===== src/rtl/core/imu_gd_pkg.sv =====
`timescale 1ns / 1ps
// ----------------------------------------------------------------------------
// imu_gd_pkg
// shared types, constants and the cordic angle table of the gesture detector
// ----------------------------------------------------------------------------
package imu_gd_pkg;

  localparam int CORDIC_STEPS = 16;
  localparam int CordicSteps  = (CORDIC_STEPS > 24) ? 24 : CORDIC_STEPS;
  localparam int StepW        = $clog2(CordicSteps);
  localparam int CordicW      = 28;
  localparam int AngleW       = CordicW - 8;
  localparam int AtanW        = 23;
  localparam int AtanIdxW     = 5;

  localparam logic signed [CordicW-1:0] HalfTurn = CordicW'(180 * 65536);
  localparam logic signed [CordicW-1:0] RoundBias = CordicW'(128);

  typedef enum logic [3:0] {
    G_NONE        = 4'd0,
    G_JERK_FWD    = 4'd1,
    G_JERK_BACK   = 4'd2,
    G_TWIST_RIGHT = 4'd3,
    G_TWIST_LEFT  = 4'd4,
    G_TILT_LEFT   = 4'd5,
    G_TILT_RIGHT  = 4'd6,
    G_UP          = 4'd7,
    G_DOWN        = 4'd8
  } gesture_e;

  typedef enum logic [1:0] {
    CFG_JERK     = 2'd0,
    CFG_TWIST    = 2'd1,
    CFG_TILT     = 2'd2,
    CFG_COOLDOWN = 2'd3
  } cfg_idx_e;

  typedef enum logic {
    SEL_ROLL  = 1'b0,
    SEL_PITCH = 1'b1
  } cordic_sel_e;

  typedef enum logic [2:0] {
    S_IDLE,
    S_CHECK,
    S_ROLL,
    S_ROLL_CHK,
    S_PITCH,
    S_PITCH_CHK,
    S_RESULT
  } ctrl_state_e;

  typedef struct packed {
    logic        load;
    logic        cordic_start;
    cordic_sel_e cordic_sel;
    logic        cordic_step;
    logic        res_we;
    gesture_e    res_gesture;
    logic        res_suppressed;
  } dp_cmd_t;

  typedef struct packed {
    logic suppressed;
    logic jerk_fwd;
    logic jerk_back;
    logic twist_right;
    logic twist_left;
    logic cordic_last;
    logic ang_pos;
    logic ang_neg;
    logic out_free;
  } dp_status_t;

  // atan(2^-i) in 1/65536 degree
  function automatic logic [AtanW-1:0] atan_entry(logic [AtanIdxW-1:0] idx);
    logic [AtanW-1:0] a;
    unique case (idx)
      5'd0:  a = 23'd2949120;
      5'd1:  a = 23'd1740967;
      5'd2:  a = 23'd919879;
      5'd3:  a = 23'd466945;
      5'd4:  a = 23'd234379;
      5'd5:  a = 23'd117305;
      5'd6:  a = 23'd58666;
      5'd7:  a = 23'd29335;
      5'd8:  a = 23'd14668;
      5'd9:  a = 23'd7334;
      5'd10: a = 23'd3667;
      5'd11: a = 23'd1833;
      5'd12: a = 23'd917;
      5'd13: a = 23'd458;
      5'd14: a = 23'd229;
      5'd15: a = 23'd115;
      5'd16: a = 23'd57;
      5'd17: a = 23'd29;
      5'd18: a = 23'd14;
      5'd19: a = 23'd7;
      5'd20: a = 23'd4;
      5'd21: a = 23'd2;
      5'd22: a = 23'd1;
      default: a = 23'd0;
    endcase
    return a;
  endfunction

endpackage


===== src/rtl/core/imu_gd_ctrl.sv =====
`timescale 1ns / 1ps
// ----------------------------------------------------------------------------
// imu_gd_ctrl
// sequencer: checks in priority order, runs the cordic up to twice, writes result
// ----------------------------------------------------------------------------
module imu_gd_ctrl (
  input  logic                   clk_i,
  input  logic                   rst_ni,
  input  logic                   s_tvalid_i,
  output logic                   s_tready_o,
  input  imu_gd_pkg::dp_status_t status_i,
  output imu_gd_pkg::dp_cmd_t    cmd_o
);

  imu_gd_pkg::ctrl_state_e state_q, state_d;
  imu_gd_pkg::gesture_e    code_q, code_d;
  logic                    supp_q, supp_d;

  always_ff @(posedge clk_i or negedge rst_ni) begin
    if (!rst_ni) begin
      state_q <= imu_gd_pkg::S_IDLE;
    end else begin
      state_q <= state_d;
    end
  end

  always_ff @(posedge clk_i) begin
    code_q <= code_d;
    supp_q <= supp_d;
  end

  always_comb begin
    state_d    = state_q;
    code_d     = code_q;
    supp_d     = supp_q;
    s_tready_o = 1'b0;
    cmd_o      = '0;
    cmd_o.cordic_sel  = imu_gd_pkg::SEL_ROLL;
    cmd_o.res_gesture = code_q;
    cmd_o.res_suppressed = supp_q;
    unique case (state_q)
      imu_gd_pkg::S_IDLE: begin
        s_tready_o = 1'b1;
        if (s_tvalid_i) begin
          cmd_o.load = 1'b1;
          state_d    = imu_gd_pkg::S_CHECK;
        end
      end
      imu_gd_pkg::S_CHECK: begin
        supp_d  = 1'b0;
        state_d = imu_gd_pkg::S_RESULT;
        priority if (status_i.suppressed) begin
          supp_d = 1'b1;
          code_d = imu_gd_pkg::G_NONE;
        end else if (status_i.jerk_fwd) begin
          code_d = imu_gd_pkg::G_JERK_FWD;
        end else if (status_i.jerk_back) begin
          code_d = imu_gd_pkg::G_JERK_BACK;
        end else if (status_i.twist_right) begin
          code_d = imu_gd_pkg::G_TWIST_RIGHT;
        end else if (status_i.twist_left) begin
          code_d = imu_gd_pkg::G_TWIST_LEFT;
        end else begin
          cmd_o.cordic_start = 1'b1;
          cmd_o.cordic_sel   = imu_gd_pkg::SEL_ROLL;
          state_d            = imu_gd_pkg::S_ROLL;
        end
      end
      imu_gd_pkg::S_ROLL: begin
        cmd_o.cordic_step = 1'b1;
        if (status_i.cordic_last) begin
          state_d = imu_gd_pkg::S_ROLL_CHK;
        end
      end
      imu_gd_pkg::S_ROLL_CHK: begin
        state_d = imu_gd_pkg::S_RESULT;
        priority if (status_i.ang_pos) begin
          code_d = imu_gd_pkg::G_TILT_LEFT;
        end else if (status_i.ang_neg) begin
          code_d = imu_gd_pkg::G_TILT_RIGHT;
        end else begin
          cmd_o.cordic_start = 1'b1;
          cmd_o.cordic_sel   = imu_gd_pkg::SEL_PITCH;
          state_d            = imu_gd_pkg::S_PITCH;
        end
      end
      imu_gd_pkg::S_PITCH: begin
        cmd_o.cordic_step = 1'b1;
        if (status_i.cordic_last) begin
          state_d = imu_gd_pkg::S_PITCH_CHK;
        end
      end
      imu_gd_pkg::S_PITCH_CHK: begin
        state_d = imu_gd_pkg::S_RESULT;
        priority if (status_i.ang_pos) begin
          code_d = imu_gd_pkg::G_UP;
        end else if (status_i.ang_neg) begin
          code_d = imu_gd_pkg::G_DOWN;
        end else begin
          code_d = imu_gd_pkg::G_NONE;
        end
      end
      imu_gd_pkg::S_RESULT: begin
        if (status_i.out_free) begin
          cmd_o.res_we = 1'b1;
          state_d      = imu_gd_pkg::S_IDLE;
        end
      end
      default: begin
        state_d = imu_gd_pkg::S_IDLE;
      end
    endcase
  end

endmodule


===== src/rtl/core/imu_gd_datapath.sv =====
`timescale 1ns / 1ps
// ----------------------------------------------------------------------------
// imu_gd_datapath
// sample and state registers, threshold checks, serial cordic, output register
// ----------------------------------------------------------------------------
module imu_gd_datapath (
  input  logic                   clk_i,
  input  logic                   rst_ni,
  input  logic [95:0]            s_tdata_i,
  input  logic                   cfg_we_i,
  input  logic [1:0]             cfg_idx_i,
  input  logic [15:0]            cfg_data_i,
  input  imu_gd_pkg::dp_cmd_t    cmd_i,
  output imu_gd_pkg::dp_status_t status_o,
  input  logic                   m_tready_i,
  output logic                   m_tvalid_o,
  output logic [7:0]             m_tdata_o,
  output logic                   m_tuser_o
);

  localparam int W = imu_gd_pkg::CordicW;

  logic [14:0] jerk_thr_q, twist_thr_q;
  logic [15:0] tilt_thr_q, cooldown_q;
  logic signed [15:0] ax_q, ay_q, az_q, rz_q;
  logic [31:0] now_q;
  logic signed [15:0] prev_ax_q;
  logic [31:0] last_time_q;
  logic signed [W-1:0] x_q, y_q, z_q;
  logic [imu_gd_pkg::StepW-1:0] step_q;
  logic out_valid_q;
  imu_gd_pkg::gesture_e out_gesture_q;
  logic out_supp_q;

  logic [31:0] elapsed;
  logic signed [16:0] dax, jt, tt, rz_ext;
  logic signed [15:0] yi, xi;
  logic signed [W-1:0] x0, y0, x_sh, y_sh, atan_v;
  logic signed [imu_gd_pkg::AngleW-1:0] ang;
  logic signed [W-1:0] z_round;
  logic signed [imu_gd_pkg::AngleW:0] ang_ext, lt_ext;

  // configuration registers
  always_ff @(posedge clk_i or negedge rst_ni) begin
    if (!rst_ni) begin
      jerk_thr_q  <= 15'd640;
      twist_thr_q <= 15'd1280;
      tilt_thr_q  <= 16'd6400;
      cooldown_q  <= 16'd400;
    end else if (cfg_we_i) begin
      unique case (imu_gd_pkg::cfg_idx_e'(cfg_idx_i))
        imu_gd_pkg::CFG_JERK:     jerk_thr_q  <= cfg_data_i[14:0];
        imu_gd_pkg::CFG_TWIST:    twist_thr_q <= cfg_data_i[14:0];
        imu_gd_pkg::CFG_TILT:     tilt_thr_q  <= cfg_data_i;
        imu_gd_pkg::CFG_COOLDOWN: cooldown_q  <= cfg_data_i;
      endcase
    end
  end

  // sample capture
  always_ff @(posedge clk_i) begin
    if (cmd_i.load) begin
      ax_q  <= s_tdata_i[15:0];
      ay_q  <= s_tdata_i[31:16];
      az_q  <= s_tdata_i[47:32];
      rz_q  <= s_tdata_i[63:48];
      now_q <= s_tdata_i[95:64];
    end
  end

  // quick checks
  always_comb begin
    elapsed = now_q - last_time_q;
    dax     = {ax_q[15], ax_q} - {prev_ax_q[15], prev_ax_q};
    jt      = $signed({2'b00, jerk_thr_q});
    tt      = $signed({2'b00, twist_thr_q});
    rz_ext  = {rz_q[15], rz_q};
  end

  // cordic operands and pre-rotation
  always_comb begin
    yi = (cmd_i.cordic_sel == imu_gd_pkg::SEL_PITCH) ? ax_q : ay_q;
    xi = az_q;
    x0 = $signed({{(W-24){xi[15]}}, xi, 8'b0});
    y0 = $signed({{(W-24){yi[15]}}, yi, 8'b0});
    x_sh   = x_q >>> step_q;
    y_sh   = y_q >>> step_q;
    atan_v = $signed({{(W-imu_gd_pkg::AtanW){1'b0}},
                      imu_gd_pkg::atan_entry(imu_gd_pkg::AtanIdxW'(step_q))});
  end

  always_ff @(posedge clk_i) begin
    if (cmd_i.cordic_start) begin
      step_q <= '0;
      if (xi[15]) begin
        x_q <= -x0;
        y_q <= -y0;
        z_q <= yi[15] ? -imu_gd_pkg::HalfTurn : imu_gd_pkg::HalfTurn;
      end else begin
        x_q <= x0;
        y_q <= y0;
        z_q <= '0;
      end
    end else if (cmd_i.cordic_step) begin
      step_q <= step_q + 1'b1;
      if (!y_q[W-1] && (y_q != '0)) begin
        x_q <= x_q + y_sh;
        y_q <= y_q - x_sh;
        z_q <= z_q + atan_v;
      end else if (y_q[W-1]) begin
        x_q <= x_q - y_sh;
        y_q <= y_q + x_sh;
        z_q <= z_q - atan_v;
      end
    end
  end

  always_comb begin
    z_round = z_q + imu_gd_pkg::RoundBias;
    ang     = z_round[W-1:8];
    ang_ext = {ang[imu_gd_pkg::AngleW-1], ang};
    lt_ext  = $signed({{(imu_gd_pkg::AngleW-15){1'b0}}, tilt_thr_q});
  end

  // gesture state and output register
  always_ff @(posedge clk_i or negedge rst_ni) begin
    if (!rst_ni) begin
      prev_ax_q   <= '0;
      last_time_q <= '0;
      out_valid_q <= 1'b0;
    end else begin
      if (cmd_i.res_we) begin
        out_valid_q <= 1'b1;
        if (!cmd_i.res_suppressed) begin
          prev_ax_q <= ax_q;
          if (cmd_i.res_gesture != imu_gd_pkg::G_NONE) begin
            last_time_q <= now_q;
          end
        end
      end else if (m_tready_i) begin
        out_valid_q <= 1'b0;
      end
    end
  end

  always_ff @(posedge clk_i) begin
    if (cmd_i.res_we) begin
      out_gesture_q <= cmd_i.res_gesture;
      out_supp_q    <= cmd_i.res_suppressed;
    end
  end

  always_comb begin
    status_o.suppressed  = elapsed < {16'b0, cooldown_q};
    status_o.jerk_fwd    = dax > jt;
    status_o.jerk_back   = dax < -jt;
    status_o.twist_right = rz_ext > tt;
    status_o.twist_left  = rz_ext < -tt;
    status_o.cordic_last = step_q == imu_gd_pkg::StepW'(imu_gd_pkg::CordicSteps - 1);
    status_o.ang_pos     = ang_ext > lt_ext;
    status_o.ang_neg     = ang_ext < -lt_ext;
    status_o.out_free    = !out_valid_q || m_tready_i;
  end

  assign m_tvalid_o = out_valid_q;
  assign m_tdata_o  = {4'b0, out_gesture_q};
  assign m_tuser_o  = out_supp_q;

  a_no_overwrite: assert property (@(posedge clk_i) disable iff (!rst_ni)
    cmd_i.res_we |-> (!out_valid_q || m_tready_i))
    else $error("result written over a beat still waiting");

  a_supp_keeps_state: assert property (@(posedge clk_i) disable iff (!rst_ni)
    cmd_i.res_we && cmd_i.res_suppressed |=> $stable(prev_ax_q) && $stable(last_time_q))
    else $error("suppressed sample changed gesture state");

  a_gesture_time: assert property (@(posedge clk_i) disable iff (!rst_ni)
    cmd_i.res_we && !cmd_i.res_suppressed && (cmd_i.res_gesture != imu_gd_pkg::G_NONE)
    |=> last_time_q == $past(now_q))
    else $error("gesture time not recorded");

endmodule


===== src/rtl/core/imu_gesture_detector_core.sv =====
`timescale 1ns / 1ps
// ----------------------------------------------------------------------------
// imu_gesture_detector_core
// classifies one gesture per imu sample: jerk, twist, roll tilt, pitch tilt
// ----------------------------------------------------------------------------
//  channel   dir  fields (lowest bit up)
//  s_*       in   tdata: accel_x[15:0] accel_y[31:16] accel_z[47:32]
//                        rate_z[63:48] now_ms[95:64]
//  m_*       out  tdata: gesture[3:0], zero pad; tuser: suppressed
//  cfg_*     in   idx 0 jerk, 1 twist, 2 tilt, 3 cooldown; data 16 bit
//
//  suppressed, jerk and twist samples pass from accept through the check state
//  to the result state; a roll tilt adds one cordic run and a pitch verdict a
//  second, the two 16-step serial cordic runs sharing one shift-add unit
//  a new beat is taken once the result sits in the output register
//  a stalled output holds the sequencer in its result state
//  reset restores the default thresholds and clears the gesture state
// ----------------------------------------------------------------------------
module imu_gesture_detector_core (
  input  logic        clk_i,
  input  logic        rst_ni,
  input  logic        s_tvalid_i,
  output logic        s_tready_o,
  input  logic [95:0] s_tdata_i,   // accel_x, accel_y, accel_z, rate_z, now_ms
  output logic        m_tvalid_o,
  input  logic        m_tready_i,
  output logic [7:0]  m_tdata_o,   // gesture, zero pad
  output logic        m_tuser_o,   // suppressed
  input  logic        cfg_we_i,
  input  logic [1:0]  cfg_idx_i,
  input  logic [15:0] cfg_data_i
);

  imu_gd_pkg::dp_cmd_t    cmd;
  imu_gd_pkg::dp_status_t status;

  imu_gd_ctrl u_ctrl (
    .clk_i      (clk_i),
    .rst_ni     (rst_ni),
    .s_tvalid_i (s_tvalid_i),
    .s_tready_o (s_tready_o),
    .status_i   (status),
    .cmd_o      (cmd)
  );

  imu_gd_datapath u_datapath (
    .clk_i      (clk_i),
    .rst_ni     (rst_ni),
    .s_tdata_i  (s_tdata_i),
    .cfg_we_i   (cfg_we_i),
    .cfg_idx_i  (cfg_idx_i),
    .cfg_data_i (cfg_data_i),
    .cmd_i      (cmd),
    .status_o   (status),
    .m_tready_i (m_tready_i),
    .m_tvalid_o (m_tvalid_o),
    .m_tdata_o  (m_tdata_o),
    .m_tuser_o  (m_tuser_o)
  );

endmodule

===== config.mk =====
export PLATFORM = sky130hd
export DESIGN_NAME = imu_gesture_detector_core
export DESIGN_NICKNAME = d
export VERILOG_FILES = /design/src/rtl/core/imu_gd_pkg.sv /design/src/rtl/core/imu_gd_ctrl.sv /design/src/rtl/core/imu_gd_datapath.sv /design/src/rtl/core/imu_gesture_detector_core.sv
export SDC_FILE = /design/constraint.sdc
export NUM_CORES = 1
export LEC_CHECK = 0
export ABC_CLOCK_PERIOD_IN_PS = 10450
export BUFFER_PORTS_ARGS = -buffer_cell sky130_fd_sc_hd__buf_2
export CORE_ASPECT_RATIO = 0.8
export CORE_MARGIN = 3
export CORE_UTILIZATION = 64
export CTS_CLUSTER_SIZE = 20
export DETAILED_ROUTE_END_ITERATION = 8
export GPL_TIMING_DRIVEN = 0
export MAX_ROUTING_LAYER = met4
export PLACE_DENSITY_LB_ADDON = 0.1
export SYNTH_ARGS = -nofsm -noshare
export SYNTH_HDL_FRONTEND = slang
export SYNTH_SLANG_ARGS = --single-unit

===== constraint.sdc =====
create_clock -name clk_i -period 10.45 [get_ports clk_i]
set_input_delay 2.09 -clock clk_i [delete_from_list [all_inputs] [get_ports clk_i]]
set_output_delay 2.09 -clock clk_i [all_outputs]
set_load 0.05 [all_outputs]

-- After elaboration in Yosys (flattened, before gate mapping)
Memories as Yosys holds them, arrays and structs flattened. A register that Yosys moved wholly into a read port is not among the register bits.
Index checks and enable logic that the tools add are counted.
Widths: inputs -> output; s select.
- flip-flop bits (word level): 308
- ROM bits: 352
- input port bits: 119
- output and inout port bits: 11
- word-level logic and storage cells: 144
- memories kept: 1
- $add $sub $neg: 15
- magnitude comparators: 7
- eq/ne operators: 16
- shift operators: 2
- multiplexer cells: 58
- bitwise logic cells: 1
- reductions and logical operators: 22
- memory list (name ; depth ; width ; rd ports ; clocked after Yosys merged registers in ; wr ports ; RTL line ; source):
    (name not given) ; 16 ; 22 ; 1 ; 1 ; 0 ; imu_gd_pkg.sv:78 ; unique case (idx)
- operator list (operator ; number):
    $mux 28 ; 16
    $add 28x28->28 ; 2
    $neg 24->28 ; 2
    $sshr 28x4->28 ; 2
    $sub 28x28->28 ; 2
    $mux 4 ; 11
    $neg 15->17 ; 2
    $lt 32x16->1 ; 1
    $sub 32x32->32 ; 1
    $mux 3 ; 10
    $add 28x24->28 ; 1
    $add 28x9->28 const B ; 1
    $reduce_bool 28->1 ; 1
    $sub 28x24->28 ; 1
    $lt 20x21->1 ; 1
    $neg 16->21 ; 1
    $pmux 3 s7 ; 1
    $gt 20x17->1 ; 1
    $gt 17x16->1 ; 1
    $lt 16x17->1 ; 1
    $lt 17x17->1 ; 1
    $sub 16x16->17 ; 1
    $gt 16x16->1 ; 1
    $mux 16 ; 1
    27 further kinds ; 58

-- Logic depth before layout (Yosys ltp)
Gate-level depths: netlist of run 1.
- depth in word-level cells: 12
- gate-level depth with buffers: 30
- depth with buffers taken out: 28

-- Modules after synthesis
A second synthesis of run 1 with hierarchy kept.
- cell total of the unflattened synthesis: 3079
- area, all modules: 28004.4 um^2
- by module, submodules not included (module ; instances ; cells each ; area an instance (um^2) ; seq. area each (um^2)):
    imu_gd_datapath ; 1 ; 3024 ; 27495.1 ; 8866.0
    imu_gd_ctrl ; 1 ; 55 ; 509.2 ; 225.2

-- Worst setup path before layout of run 1
Ideal clock, no wire load.
- path type: reg-to-reg
- start: register u_datapath.now_q[0]
- end: register u_datapath.x_q[0], enable pin
- setup time: 1.273 ns
- arrival: 7.250 ns
- required time: 9.177 ns
- setup slack: 1.927 ns
- cell stages (with the launch flop): 24
- buffers on the path: 1
- clock period less this slack: 8.523 ns
- path through: edfxtp_1 inv_1 ha_1 inv_1 fa_1 a211oi_1 o211ai_1 nand2_1 nand2_1 a21o_1 a21oi_1 xnor2_1 ha_1 and4_1 a211oi_1 nand4_1 a2111o_1 nand4b_1 or4_1 nor4_2 nor4_2 a21oi_4 buf_2 o21ai_0
- word-level cells in the longest chain between the ends: 6
- elaborated cells on any way between the ends: 7
- classes of those cells: 1 x add/sub; 1 x order compare; 2 x mux; 3 x reduce/logical
- ends and longest elaborated chain (element ; RTL line ; source):
    from (decl) ; imu_gd_datapath.sv:26 ; logic [31:0] now_q;
    from (signal assigned) ; imu_gd_datapath.sv:67 ; now_q <= s_tdata_i[95:64];
    $sub 32x32->32 * ; imu_gd_datapath.sv:73 ; elapsed = now_q - last_time_q;
    $lt 32x16->1 * ; imu_gd_datapath.sv:154 ; status_o.suppressed = elapsed < {16'b0, cooldown_q};
    $mux 2 * ; imu_gd_ctrl.sv:52 ; priority if (status_i.suppressed) begin
    $pmux 2 s2 * ; imu_gd_ctrl.sv:41 ; unique case (state_q)
    $reduce_bool 3->1 (no line) / $reduce_bool 2->1 (equally long branches) ; - ;
    $reduce_and 2->1 (no line) * ; - ;
    to (signal assigned) ; imu_gd_datapath.sv:96 ; x_q <= -x0;
    to (signal assigned) ; imu_gd_datapath.sv:107 ; x_q <= x_q + y_sh;
    to (signal assigned) ; imu_gd_datapath.sv:111 ; x_q <= x_q - y_sh;
    to (decl) ; imu_gd_datapath.sv:29 ; logic signed [W-1:0] x_q, y_q, z_q;
Every way passes the cells marked *; elsewhere a longest branch is shown, timed or not.
A chain may end at the register's enable or synchronous reset.

-- Final worst setup path of run 1
- start: register u_datapath.y_q[22]
- end: register u_datapath.x_q[24] (data pin)
- word-level cells in the longest chain between the ends: 6
- elaborated cells on any way between the ends: 9
- classes of those cells: 2 x add/sub; 1 x shift; 4 x mux; 2 x reduce/logical
- ends and longest elaborated chain (element ; RTL line ; source):
    from (decl) ; imu_gd_datapath.sv:29 ;
    from (signal assigned) ; imu_gd_datapath.sv:97 ; y_q <= -y0;
    from (signal assigned) ; imu_gd_datapath.sv:101 ; y_q <= y0;
    from (signal assigned) ; imu_gd_datapath.sv:108 ; y_q <= y_q - x_sh;
    $sshr 28x4->28 ; imu_gd_datapath.sv:87 ; y_sh = y_q >>> step_q;
    $sub 28x28->28 ; imu_gd_datapath.sv:111 ;
    $mux 28 ; imu_gd_datapath.sv:110 ; end else if (y_q[W-1]) begin
    $mux 28 * ; imu_gd_datapath.sv:106 ; if (!y_q[W-1] && (y_q != '0)) begin
    $mux 28 * ; imu_gd_datapath.sv:104 ; end else if (cmd_i.cordic_step) begin
    $mux 28 * ; imu_gd_datapath.sv:93 ; if (cmd_i.cordic_start) begin
Every way passes the cells marked *; elsewhere a longest branch is shown, timed or not. The select of a mux whose other input is x is not followed.

==> impl_results.md, run 1 <==
- Area share of the largest cell type after synthesis: 0.199
- Remaining Overflow, GRT: 0
- Asr flop ratio synth: 0.345
- Worst path setup slack after routing: 2.27 ns
- Largest driver fanout on the critical path: 10
- Count of pins over their slew limit: 0
- XOR/XNOR share of the synthesized area: 0.0798
- Num rows: 68
- Worst Clk Skew: 0.0340 ns
- Cell type with the highest aggregate area in the netlist: edfxtp_1
- Wire length after detailed routing: 86000 um
- Initial antenna violation count: 0
- Via count normalized by instance count: 6.59
- CP required: 10.70 ns
- Overall die height: 195 um
- Share of synthesized area spent on multiplexers: 0.0908
- Arithmetic-cell share of the synthesized area counting full adders, half adders and majority gates: 0.126
- Count of cells along the worst hold path: 0
- Critical register-to-register path startpoint: u_datapath.y_q[22]
- Mapped Cells: 3174
- TritonCTS clock tree: yes
- Nets@finish: 3750
- Number of cells on the worst reg-to-reg path: 20
- GRT Total Usage: 0.366
- Initial core utilization: 0.657
- Worst hold path class: reg2reg
- Clock slew at reported path FFs: 0.06 ns
- Resized cells post-CTS: 0
- CTS sink count: 330
- Capturing element type of the critical path: flip-flop
- Quantity of I/O buffers inserted on ports: 125
- TritonCTS Buffers: 37
- Fin crit share: 0.783
- Result of the run: finished clean
- Arrival time at the worst endpoint: 8.43 ns
- Vias post-DR: 26200
- Number of global-route vias before repair: 24700
- Top_reg_cell synth: edfxtp_1
- Layout-stage area growth over the synthesis result: 9.46%
- Clock Path Buffers: 3
- Wire length of the first global-routing pass: 135000 um
- Count of warnings emitted by yosys: 0
- Sequential share of the synthesized area: 0.317
- Detailed Routing Iterations Pass 1: 8
- Die X-Extent: 243 um
- Largest net degree at the start of global routing: 73
- Avg Synthesized Cell Area: 9.05 sq um
- Number of flip-flops and latches in the synthesized netlist: 330
- Detailed Place HPWL: 67600 um
- Clock Latency Late Sink: 0.58 ns
- Worst Path Class, Setup: reg2reg
- Setup tns final: 0 ns
- Final cell utilization of the core: 0.719
- Final setup violation count: 0
- Cells taking the most area after synthesis: edfxtp_1 (20%), ha_1 (12%), dfrtp_1 (9.1%)
- Core footprint: 0.0437 sq mm
- Routed wire per std cell: 21.7 um
- Antenna-violating nets left: 0
- Number of violations of the max-capacitance limit: 0
- Total of hold buffers inserted after clock tree synthesis: 0
- Synth Area in Compound Gates: 0.175
- Worst-Margin Slew: 1.34 ns
- Start point of the worst min-delay path: u_ctrl.code_q[0]
- Ranking of synthesized cells by instance count: nand2_1 (284), ha_1 (279), nor2_1 (223), inv_1 (212), o21ai_0 (207)
- Synthesized-area fraction occupied by and/or/nand/nor cells: 0.165
- Maximum level of the CTS H-tree: 2
- Netlist cell types: 102
- CTS Root Cell: clkbuf_16
- # Post-CTS Setup Buffers: 0
- Worst Setup Start Kind: flip-flop
- Minimum period implied by the final worst setup slack: 8.18 ns
- Achievable clock frequency: 122 MHz
- Area of the die: 0.0475 sq mm
- DRC violation count after routing: 0
- Placer Congestion: 1.05
- Worst rel slew slack: 0.0954
- Unrepaired setup endpoints after global routing: false
- First-iteration detailed-routing DRC count: 3130
- Area of the mapped netlist: 0.0287 sq mm
- Startpoint of the worst setup timing path: u_datapath.y_q[22]
- Number of synthesized flops with an enable pin: 190
- Number of placed I/O pins: 130
- Leading cell type by number of instances after synthesis: nand2_1
- Hold violation count in the final report: 0
- Pre-CTS setup slack: 2.73 ns
- Layout cell share with drive strength beyond 1: 0.110
- Dominant combinational cell family by area after synthesis: compound AO/OA/AOI/OAI gates
==> state kept, by name, summed over array words and instances (netlist names), 3 cells and up <==
name,cells
u_datapath.last_time_q,32
u_datapath.now_q,32
u_datapath.x_q,28
u_datapath.y_q,28
u_datapath.z_q,28
u_datapath.atan_v,22
u_datapath.ax_q,16
u_datapath.ay_q,16
u_datapath.az_q,16
u_datapath.cooldown_q,16
u_datapath.prev_ax_q,16
u_datapath.rz_q,16
u_datapath.tilt_thr_q,16
u_datapath.jerk_thr_q,15
u_datapath.twist_thr_q,15
u_ctrl.code_q,4
u_datapath.out_gesture_q,4
u_datapath.step_q,4
u_ctrl.state_q,3
==> final cells by class <==
class	count	area [sq um]
repair buffers	130	758
clock inverters	23	203
multi-input cells	2509	18300
clock buffers	44	983
inverters	213	800
diodes	1	2.50
flip-flops and latches	330	9090
plain buffers	125	528
well taps	595	744
fillers	3379	12300
==> critical path, stage by stage, from the launching register on <==
cell       delay, ns
edfxtp_1        0.58
nor4_1          0.42
nand4_1         0.19
nor2_1          0.94
nor2_1          0.29
clkbuf_1        0.50
clkbuf_1        0.59
nor2_1          0.28
xnor2_1         0.09
ha_1            0.36
a211oi_1        0.33
o21ai_1         0.14
o2111ai_1       0.15
o21ai_1         0.19
a2111oi_0       0.84
o31ai_1         0.21
a2111oi_0       0.47
nor3_1          0.18
a311oi_1        0.80
or3_1           0.21
a31oi_1         0.07
==> cell usage in the layout (no fill, tap or decap), types with 14 or more instances in the layout <==
cell type and n:
ha_1 279, nor2b_1 34, mux2_2 78, xor2_1 96, o31ai_1 19, xnor2_1 163
a221oi_1 16, mux2i_1 85, or2_2 22, nor4_1 40, nor3_1 83, a31oi_1 36
a211oi_1 30, and2_1 17, and3_1 18, dfrtp_1 104, edfxtp_1 190, nand2b_1 62
inv_1 212, a22oi_1 14, a21oi_1 201, o21a_1 40, buf_2 135, o21bai_1 19
o21ai_0 206, nor2_1 223, a21o_1 40, o211ai_1 17, nand4_1 32, clkbuf_1 100
nand3_1 74, clkbuf_16 38, dfxtp_1 26, nand2_1 284, mux4_2 31, or3_1 24
==> logic make-up after synthesis <==
family                     count (synthesis)
adders and majority gates                287
and+or+nand+nor                          968
AOI/OAI and AO/OA                        788
DFF                                      330
buffers and inverters                    338
xor gates and xnor gates                 260
muxes                                    202
other                                      1
==> per-stage QoR <==
stage / cell area [sq um] / instances / hold WS (ns)
floorplan: 28700 / 3177 / 0.427
global placement: 30100 / 3897 / 0.440
detailed placement: 30200 / 3902 / 0.442
CTS: 31400 / 3969 / 0.459
global route: 31400 / 3969 / 0.468
finish: 31400 / 3970 / 0.459
==> routing by layer <==
metal / global-route usage / vias to the layer above / part of all wire
li1: - / 12000 / -
met1: 0.541 / 12600 / 0.45
met2: 0.514 / 1476 / 0.41
met3: 0.0697 / 164 / 0.12
met4: 0.0956 / 0 / 0.023
met5: - / - / 0
==> final timing paths <==
kind | to | slack [ns]
min in group asynchronous | u_datapath.last_time_q[19] | 1.55
max in group asynchronous | u_datapath.jerk_thr_q[9] | 8.07
min | u_datapath.out_gesture_q[0] | 0.46
max reg2reg | u_datapath.x_q[24] | 2.27
min reg2reg | u_datapath.out_gesture_q[0] | 0.46
max | u_datapath.x_q[24] | 2.27
Power of run 1 is left out: the tool's default activity adds up to more than one toggle a clock period on the data nets, which glitch-free logic cannot reach.
==> run 2: changes to the inputs <==
--- a/config.mk
+++ b/config.mk
@@ -5,11 +5,12 @@
 export SDC_FILE = /design/constraint.sdc
 export NUM_CORES = 1
 export LEC_CHECK = 0
-export ABC_CLOCK_PERIOD_IN_PS = 10450
+export ABC_AREA = 1
+export ABC_CLOCK_PERIOD_IN_PS = 7040
 export BUFFER_PORTS_ARGS = -buffer_cell sky130_fd_sc_hd__buf_2
 export CORE_ASPECT_RATIO = 0.8
 export CORE_MARGIN = 3
-export CORE_UTILIZATION = 64
+export CORE_UTILIZATION = 58
 export CTS_CLUSTER_SIZE = 20
 export DETAILED_ROUTE_END_ITERATION = 8
 export GPL_TIMING_DRIVEN = 0
==> constraint.sdc (replaced) <==
create_clock -name clk_i -period 7.04 [get_ports clk_i]
set_input_delay 1.408 -clock clk_i [delete_from_list [all_inputs] [get_ports clk_i]]
set_output_delay 1.408 -clock clk_i [all_outputs]
set_load 0.05 [all_outputs]
==> run 2 against run 1 <==
  * Register-to-register slack lost 1.8 ns
  * Critical path depth is 4 higher
  * Cell count grew 24%
  * Via count increased by 7.4%
  * Sequential cell count unchanged
  * Sequential share of layout area down 0.38 points
  * Synthesized area is 1.3% higher
  * Hold slack got worse by 0.0072 ns
  * Clock-buffer cell count grew 9
  * Clock skew is 0.010 ns higher
  * Synthesized cell count grew 28%
  * Critical path type unchanged
  * Highest routed layer unchanged
==> impl_results.md, run 2 <==
- Detailed Place HPWL: 72500 um
- Final cell utilization of the core: 0.651
- Antenna-violating nets left: 0
- Share of synthesized area spent on multiplexers: 0.00727
- Area share of the largest cell type after synthesis: 0.196
- Synth Area in Compound Gates: 0.155
- Cell type with the highest aggregate area in the netlist: edfxtp_1
- Die X-Extent: 256 um
- Antenna diode count: 0
- Number of global-route vias before repair: 25300
- Via count normalized by instance count: 5.72
- Buffer and inverter count on the worst path: 5
- Number of violations of the max-capacitance limit: 0
- Ranking of synthesized cells by instance count: nand2_1 (983), inv_1 (524), nor2_1 (336), o21ai_0 (325), a21oi_1 (295)
- Avg Synthesized Cell Area: 7.18 sq um
- Total of hold buffers inserted after clock tree synthesis: 0
- Hold violation count in the final report: 0
- Cell with the most instances on the worst path: nand2_1
- DRC violation count after routing: 0
- Fin crit share: 0.927
- Asr flop ratio synth: 0.345
- Number of flip-flops and latches in the synthesized netlist: 330
- Capturing element type of the critical path: flip-flop
- Count of warnings emitted by yosys: 0
- Maximum level of the CTS H-tree: 2
- Initial antenna violation count: 5
- Biggest cell delay along the critical path: 0.76 ns
- CP required: 7.35 ns
- Count of pins over their slew limit: 0
- Arrival time at the worst endpoint: 6.83 ns
- Clock Path Buffers: 3
- First-iteration detailed-routing DRC count: 3240
- Nets@finish: 4625
- Worst path setup slack after routing: 0.513 ns
- Synthesized-area fraction occupied by and/or/nand/nor cells: 0.256
- Quantity of I/O buffers inserted on ports: 125
- Minimum period implied by the final worst setup slack: 6.53 ns
- Area of the die: 0.0529 sq mm
- Result of the run: finished clean
- TritonCTS clock tree: yes
- Initial core utilization: 0.594
- Unrepaired setup endpoints after global routing: false
- Worst Setup Start Kind: flip-flop
- Layout cell share with drive strength beyond 1: 0.0711
- Clock Latency Late Sink: 0.59 ns
- Cells taking the most area after synthesis: edfxtp_1 (20%), nand2_1 (13%), ha_1 (12%)
- Dominant combinational cell family by area after synthesis: simple AND/OR/NAND/NOR gates
- Arithmetic-cell share of the synthesized area counting full adders, half adders and majority gates: 0.124
- Achievable clock frequency: 153 MHz
- Worst-Margin Slew: 0.987 ns
- Largest net degree at the start of global routing: 95
- Placer Congestion: 0.985
- Leading cell types in the layout, fill and taps excluded: nand2_1 (982), inv_1 (524), nor2_1 (335), o21ai_0 (325), a21oi_1 (295)
- Layout-stage area growth over the synthesis result: 9.53%
- Detailed Routing Iterations Pass 1: 6
- Core footprint: 0.0489 sq mm
- Fill cell total of the finished layout: 4498
- Number of placed I/O pins: 130
- GRT Total Usage: 0.348
- Leading cell type by number of instances after synthesis: nand2_1
- Cell chain of the critical path: inv_1, nand2_1, nor4_1, nand4_1, nand2_1, clkbuf_1, clkbuf_1, nand2_1, xor2_1, inv_1, ha_1, a21o_1, a31oi_1, inv_1, nand3_1, nand3_1, a21boi_0, o21ai_0, a21oi_1, o21ai_0, a21boi_0, a21oi_1, o21ai_0, nand2_1
- Netlist cell types: 74
- Mapped Cells: 4049
- Remaining Overflow, GRT: 0
- Largest driver fanout on the critical path: 10
- Overall die height: 206 um
- Resized cells post-CTS: 0
- Crit-path leading delay family: compound AO/OA/AOI/OAI gates
- Largest registers in the final layout: u_datapath.last_time_q (32), u_datapath.now_q (32)
- Leading cell type in the layout, fill and taps excluded: nand2_1
- Sequential share of the synthesized area: 0.313
- Routed wire per std cell: 18.4 um
- Worst Clk Skew: 0.0444 ns
- Worst rel slew slack: 0.342
- Number of synthesized flops with an enable pin: 190
- Top_reg_cell synth: edfxtp_1
- Wire length of the first global-routing pass: 141000 um
- # Post-CTS Setup Buffers: 0
- Worst hold path class: reg2reg
- Area of the mapped netlist: 0.0291 sq mm
- Worst Path Class, Setup: reg2reg
- Clock slew at reported path FFs: 0.06 ns
- CTS Root Cell: clkbuf_16
- CTS sink count: 330
- Vias post-DR: 28100
- XOR/XNOR share of the synthesized area: 0.0557
- CP max-delay cell: clkbuf_1
- Pre-CTS setup slack: 0.925 ns
- Num rows: 72
- Final setup violation count: 0
- TritonCTS Buffers: 36
- Wire length after detailed routing: 90200 um
==> run 2: cell count changes after synthesis, moves of 113 or more <==
cell	change
nor2_1	+113
inv_1	+312
o21ai_0	+118
nand2_1	+699
xnor2_1	-116
nand3_1	+117
==> run 2: worst register-to-register path, stage by stage, from the launching register on <==
cell,delay [ns]
edfxtp_1,0.48
inv_1,0.22
nand2_1,0.08
nor4_1,0.23
nand4_1,0.19
nand2_1,0.18
clkbuf_1,0.76
clkbuf_1,0.75
nand2_1,0.15
xor2_1,0.18
inv_1,0.06
ha_1,0.36
a21o_1,0.22
a31oi_1,0.23
inv_1,0.13
nand3_1,0.09
nand3_1,0.16
a21boi_0,0.45
o21ai_0,0.26
a21oi_1,0.30
o21ai_0,0.25
a21boi_0,0.31
a21oi_1,0.10
o21ai_0,0.07
nand2_1,0.06
==> run 2: path summary, 6_finish.rpt <==
kind | startpoint | slack [ns] | cells after the start | end
max reg2reg | u_datapath.y_q[13] | 0.51 | 24 | u_datapath.z_q[25]
min | u_ctrl.supp_q | 0.45 | 0 | u_datapath.m_tuser_o
max in group asynchronous | rst_ni | 5.56 | 2 | u_datapath.jerk_thr_q[9]
max | u_datapath.y_q[13] | 0.51 | 24 | u_datapath.z_q[25]
min in group asynchronous | rst_ni | 0.67 | 1 | u_datapath.last_time_q[29]
min reg2reg | u_ctrl.supp_q | 0.45 | 0 | u_datapath.m_tuser_o
==> run 2: cells by family (layout without fill, tap and decap cells) <==
kind of cell               Yosys count  after routing
AOI/OAI and AO/OA                  826            826
other                                1              4
adders and majority gates          285            285
xor gates and xnor gates           185            185
DFF                                330            330
buffers and inverters              655            850
muxes                               21             21
and+or+nand+nor                   1746           1746
==> run 2: stage by stage <==
step	instance area, sq um	hold WS (ns)	std cells	setup TNS [ns]
global placement	30500	0.437	4843	-179.26
detailed placement	30700	0.439	4849	0
CTS	31800	0.454	4913	0
floorplan	29100	0.427	4052	0
global route	31800	0.487	4913	0
finish	31800	0.452	4913	0
==> run 2: routing by layer <==
metal | global-route usage | part of all wire | wire [um]
met5 | - | 0 | 0
met4 | 0.0631 | 0.015 | 1380
met3 | 0.0637 | 0.11 | 10300
met1 | 0.542 | 0.49 | 44100
met2 | 0.467 | 0.38 | 34500
==> run 2: area by class of cell <==
class / instances / area [sq um] / area share
timing repair buffer: 131 / 762 / 0.0239
tap: 666 / 833 / 0.0262
clock buffer: 53 / 1000 / 0.0315
buffer: 118 / 569 / 0.0179
clock inverter: 11 / 136 / 0.00428
multi-input combinational: 3067 / 17400 / 0.547
inverter: 537 / 2020 / 0.0634
sequential: 330 / 9090 / 0.285
Power of run 2 is left out for the same reason.
